**config.mk**
```make
export PLATFORM = sky130hd
export DESIGN_NAME = plist_cell
export DESIGN_NICKNAME = d
export VERILOG_FILES = /design/src/hw/rtl/plist_pkg.sv /design/src/hw/rtl/plist_cell.sv
export SDC_FILE = /design/constraint.sdc
export NUM_CORES = 1
export LEC_CHECK = 0
export ABC_AREA = 1
export BUFFER_PORTS_ARGS = -buffer_cell sky130_fd_sc_hd__clkbuf_2
export CORE_MARGIN = 2
export CORE_UTILIZATION = 30
export CTS_CLUSTER_DIAMETER = 60
export DETAILED_ROUTE_END_ITERATION = 10
export MAX_ROUTING_LAYER = met4
export SLEW_MARGIN = 5
export SYNTH_ARGS = -nofsm -noshare
export SYNTH_HDL_FRONTEND = slang
export SYNTH_SLANG_ARGS = --single-unit
```
**constraint.sdc**
```tcl
create_clock -name clk -period 2.9 [get_ports clk]
set_clock_uncertainty 0.1 [all_clocks]
set_input_delay 0.145 -clock clk [delete_from_list [all_inputs] [get_ports clk]]
set_output_delay 0.145 -clock clk [all_outputs]
set_load 0.005 [all_outputs]
```
**src/hw/rtl/plist_pkg.sv**
```systemverilog
// Shared types and command codes for the positional list engine.
`timescale 1ns / 1ps

package plist_pkg;

    localparam int POS_W = 16;
    localparam int VAL_W = 32;

    typedef enum logic [1:0] {
        CMD_INS_POS  = 2'd0,
        CMD_REM_POS  = 2'd1,
        CMD_INS_BACK = 2'd2,
        CMD_REM_BACK = 2'd3
    } cmd_t;

    typedef struct packed {
        logic ins;
        logic rem;
        logic shift;
    } cell_ctl_t;

endpackage

```
**src/hw/rtl/plist_cell.sv**
```systemverilog
// One list cell: holds an entry and one stage of the removal carry lane.
`timescale 1ns / 1ps

module plist_cell #(
    parameter int IW       = 6,
    parameter int CELL_IDX = 0
) (
    input  logic                        clk,
    input  plist_pkg::cell_ctl_t        ctl,
    input  logic [IW-1:0]               idx,
    input  logic [plist_pkg::VAL_W-1:0] value_in,
    input  logic [plist_pkg::VAL_W-1:0] left_data,
    input  logic [plist_pkg::VAL_W-1:0] right_data,
    input  logic [plist_pkg::VAL_W-1:0] carry_in,
    output logic [plist_pkg::VAL_W-1:0] data,
    output logic [plist_pkg::VAL_W-1:0] carry
);
    import plist_pkg::*;

    localparam logic [IW-1:0] MY_IDX = CELL_IDX[IW-1:0];

    logic [VAL_W-1:0] data_reg;
    logic [VAL_W-1:0] carry_reg;
    logic             hit;
    logic             above;

    assign hit   = (idx == MY_IDX);
    assign above = (MY_IDX > idx);

    always_ff @(posedge clk)
    begin
        if (ctl.ins)
        begin
            if (hit)
                data_reg <= value_in;
            else if (above)
                data_reg <= left_data;
        end
        else if (ctl.rem && (hit || above))
        begin
            data_reg <= right_data;
        end
    end

    always_ff @(posedge clk)
    begin
        if (ctl.rem || ctl.shift)
        begin
            carry_reg <= (ctl.rem && hit) ? data_reg : carry_in;
        end
    end

    assign data  = data_reg;
    assign carry = carry_reg;

endmodule

```
==> impl_results.md <==
- Cts hold-fix bufs: 9
- Final setup fails: 0
- GP Congestion: 0.847
- Worst min path class: in -> reg
- Gr usage total: 18.0%
- Iteration-0 DRC Markers: approximately 250
- Outcome: finished clean
- CP max stage delay: 1050 ps
- DRC violations left: 0
- Minimum clock period: 1750 ps
- Crit path DAT: 1830 ps
- R2R Setup Slk: 1960 ps
- Maximum VDD drop: 0.210 mV
- Mapped Avg Cell Area: about 8.2 sq um
- Post_cts resized: 0
- Total CTS buffers: 9
- RSZ-0062 raised after global routing: no
- Via total after detailed routing: 3610
- Fill count: 1141
- Total core area: 0.0114 sq mm
- R2R Path End: carry[10]$_DFFE_PP_
- Net Count, Synth: 560
- Bufs and invs on worst path: 2
- Drt first pass iters: 7
- Pin count of the biggest net entering global routing: 36
- Seq/Total Area, Yosys: 55.4%
- Post-route antenna net violation count: 0
- Synth Warn #: 0
- Rows: 39
- FF-to-FF Start: data[10]$_DFFE_PP_
- Worst Path Max Fanout: 34
- Final Hold Fails: 0
- Cell count after placement: roughly 750
- Clock sink total: 64
- Cell Pwr Density: 461 mW/mm^2
- Synthesized area: about 0.0035 sq mm
- Grt total ovfl: 0
- Nets@finish: ~760
- Max Cap Violations: 0
- Seq. cell area: 0.00192 sq mm
- Area Overhead vs Synth: 42.5%
- F_max: approximately 570 MHz
- Layout cell share with drive strength beyond 1: 36.5%
- Hold path depth: 3
- CP Launch Type: input pin
- Dpl hpwl: 8300 microns
- Via density: 4.70
- Leakage power total: between 0.002 and 0.003 uW
- Clk_lat worst skew: 320 ps
- Clock-pin transition on the worst setup and hold timing paths: ~50 ps
- First-pass GRT wire length: 17200 microns
- Die extent in x: around 110 microns
- Crit end category: register
- Max H-tree Level: 3
- Layout Cells excl Fill: 768
- Reg2reg path depth: 2
- DRT Wirelength: 11100 microns
- Worst-margin pin slew: 1260 ps
- WS Path Type: in -> reg
- CP max stage cell: nor2_2
- Most frequent CP cell: nand2_1
- Distinct cells, synth: 15
- Slew Limit Fails: 0
- Final setup TNS: 0 ps
- Hold path start: carry_in[12]
- Routed len/inst: 14.4 microns
- Die area: 0.0125 sq mm
- Syn Inst Count: ~420
- Critical Path RT: 2980 ps
- Fraction of the cycle the final worst path needs: 60.3%
- Clock Tree Buf Depth: 2
- Number of global-route vias before repair: ~3500
- Headroom to the max-slew limit: 16.1%
- Initial antenna violation count: 0
- Die H: 112 microns
- I/O pins: between 200 and 250
- Port bufs: 201
- Multi-input logic area: 0.00119 sq mm
- #FFs+latches synth: 64
- Worst-path cell chain: clkbuf_2 > inv_2 > nor2_2 > nand2_1 > nand2_1
- Final antenna diode count: 0
- # Post-CTS Setup Buffers: 0
- Root buffer cell: clkbuf_16
- CTS tree: done
- Cell family with most CP delay: simple AND/OR/NAND/NOR gates
- Starting Density: 30.5%
- Hold endpoint: carry[12]$_DFFE_PP_
==> kinds of logic after synthesis <==
kind of cell	after synthesis	share of synthesized area, %
simple gates	230	29.3
buf+inv	95	10.6
flops	64	55.4
compound gates	33	4.76
==> final cells by class <==
class                      count  area share (%)
multi-input combinational    263            24.1
timing repair buffer         219            23.5
tap                          143            3.62
clock inverter                 3           0.253
sequential                    64            38.8
inverter                      66            5.01
clock buffer                  10            4.63
==> synthesized netlist by cell type <==
master    number  share of area (%)
nand3_1       32                4.6
a21oi_1        1               0.14
nand3_2        1               0.29
buf_1          5               0.54
nor2_4         3               0.97
or2_1          1               0.18
inv_2          2               0.22
nor2_2         1               0.18
o21ai_1       32                4.6
clkbuf_1      15                1.6
nand2_1      160                 17
buf_2          9                1.3
inv_1         64                6.9
nand4_1       32                5.8
edfxtp_1      64                 55
==> power by group <==
group	switching [uW]	leakage (uW)	total [uW]	internal, uW
clock network	336	0.000119	891	554
registers	13.8	0.000605	1080	1070
logic	167	0.00186	311	144
total	517	0.00259	2280	1770
==> how the worst max path moves through the flow <==
| stage | cells after the start | slack [ps] | endpoint | start |
|---|---|---|---|---|
| after global routing | 5 | 960 | carry[10]$_DFFE_PP_ | ctl[1] |
| after CTS | 5 | 1150 | carry[10]$_DFFE_PP_ | ctl[1] |
| final | 5 | 1150 | carry[10]$_DFFE_PP_ | ctl[1] |
| after global placement | 5 | 880 | carry[21]$_DFFE_PP_ | ctl[1] |
| after detailed placement | 5 | 810 | carry[10]$_DFFE_PP_ | ctl[1] |
| after floorplan | 4 | 170 | data[0]$_DFFE_PP_ | idx[1] |
==> cell usage in the layout (no fill, tap or decap), types with 2 or more instances in the layout <==
master	count
buf_4	9
clkbuf_16	9
clkbuf_2	201
clkinv_1	2
dlygate4sd3_1	9
edfxtp_1	64
inv_1	64
inv_2	2
nand2_1	160
nand3_1	32
nand4_1	32
nor2_4	3
o21ai_1	32
==> per-stage QoR <==
stage | utilization, % | cell area [sq um] | setup WS [ps] | power (uW) | hold WS (ps)
global placement | 40.6 | 4620 | 882 | 1400 | 326
global route | 43.5 | 4950 | 963 | 2390 | 3.22
detailed placement | 40.6 | 4620 | 814 | 1400 | 323
finish | 43.5 | 4950 | 1150 | 2280 | 10.3
CTS | 43.5 | 4950 | 1150 | 2320 | 0.115
floorplan | - | 3470 | 167 | 1230 | 231
==> per-layer routing <==
layer	global-route usage, %	vias to the layer above	routed length, microns	part of all wire, %
met4	8.48	0	291	2.6
li1	-	1776	-	-
met2	30.0	171	5610	51
met1	21.1	1642	4470	40
met3	3.10	21	677	6.1
met5	-	-	0	0
==> worst min-delay path: stages <==
cell	delay, ps
clkbuf_2	70
o21ai_1	50
nand2_1	50
No activity file was read; power rests on OpenSTA's default activity.
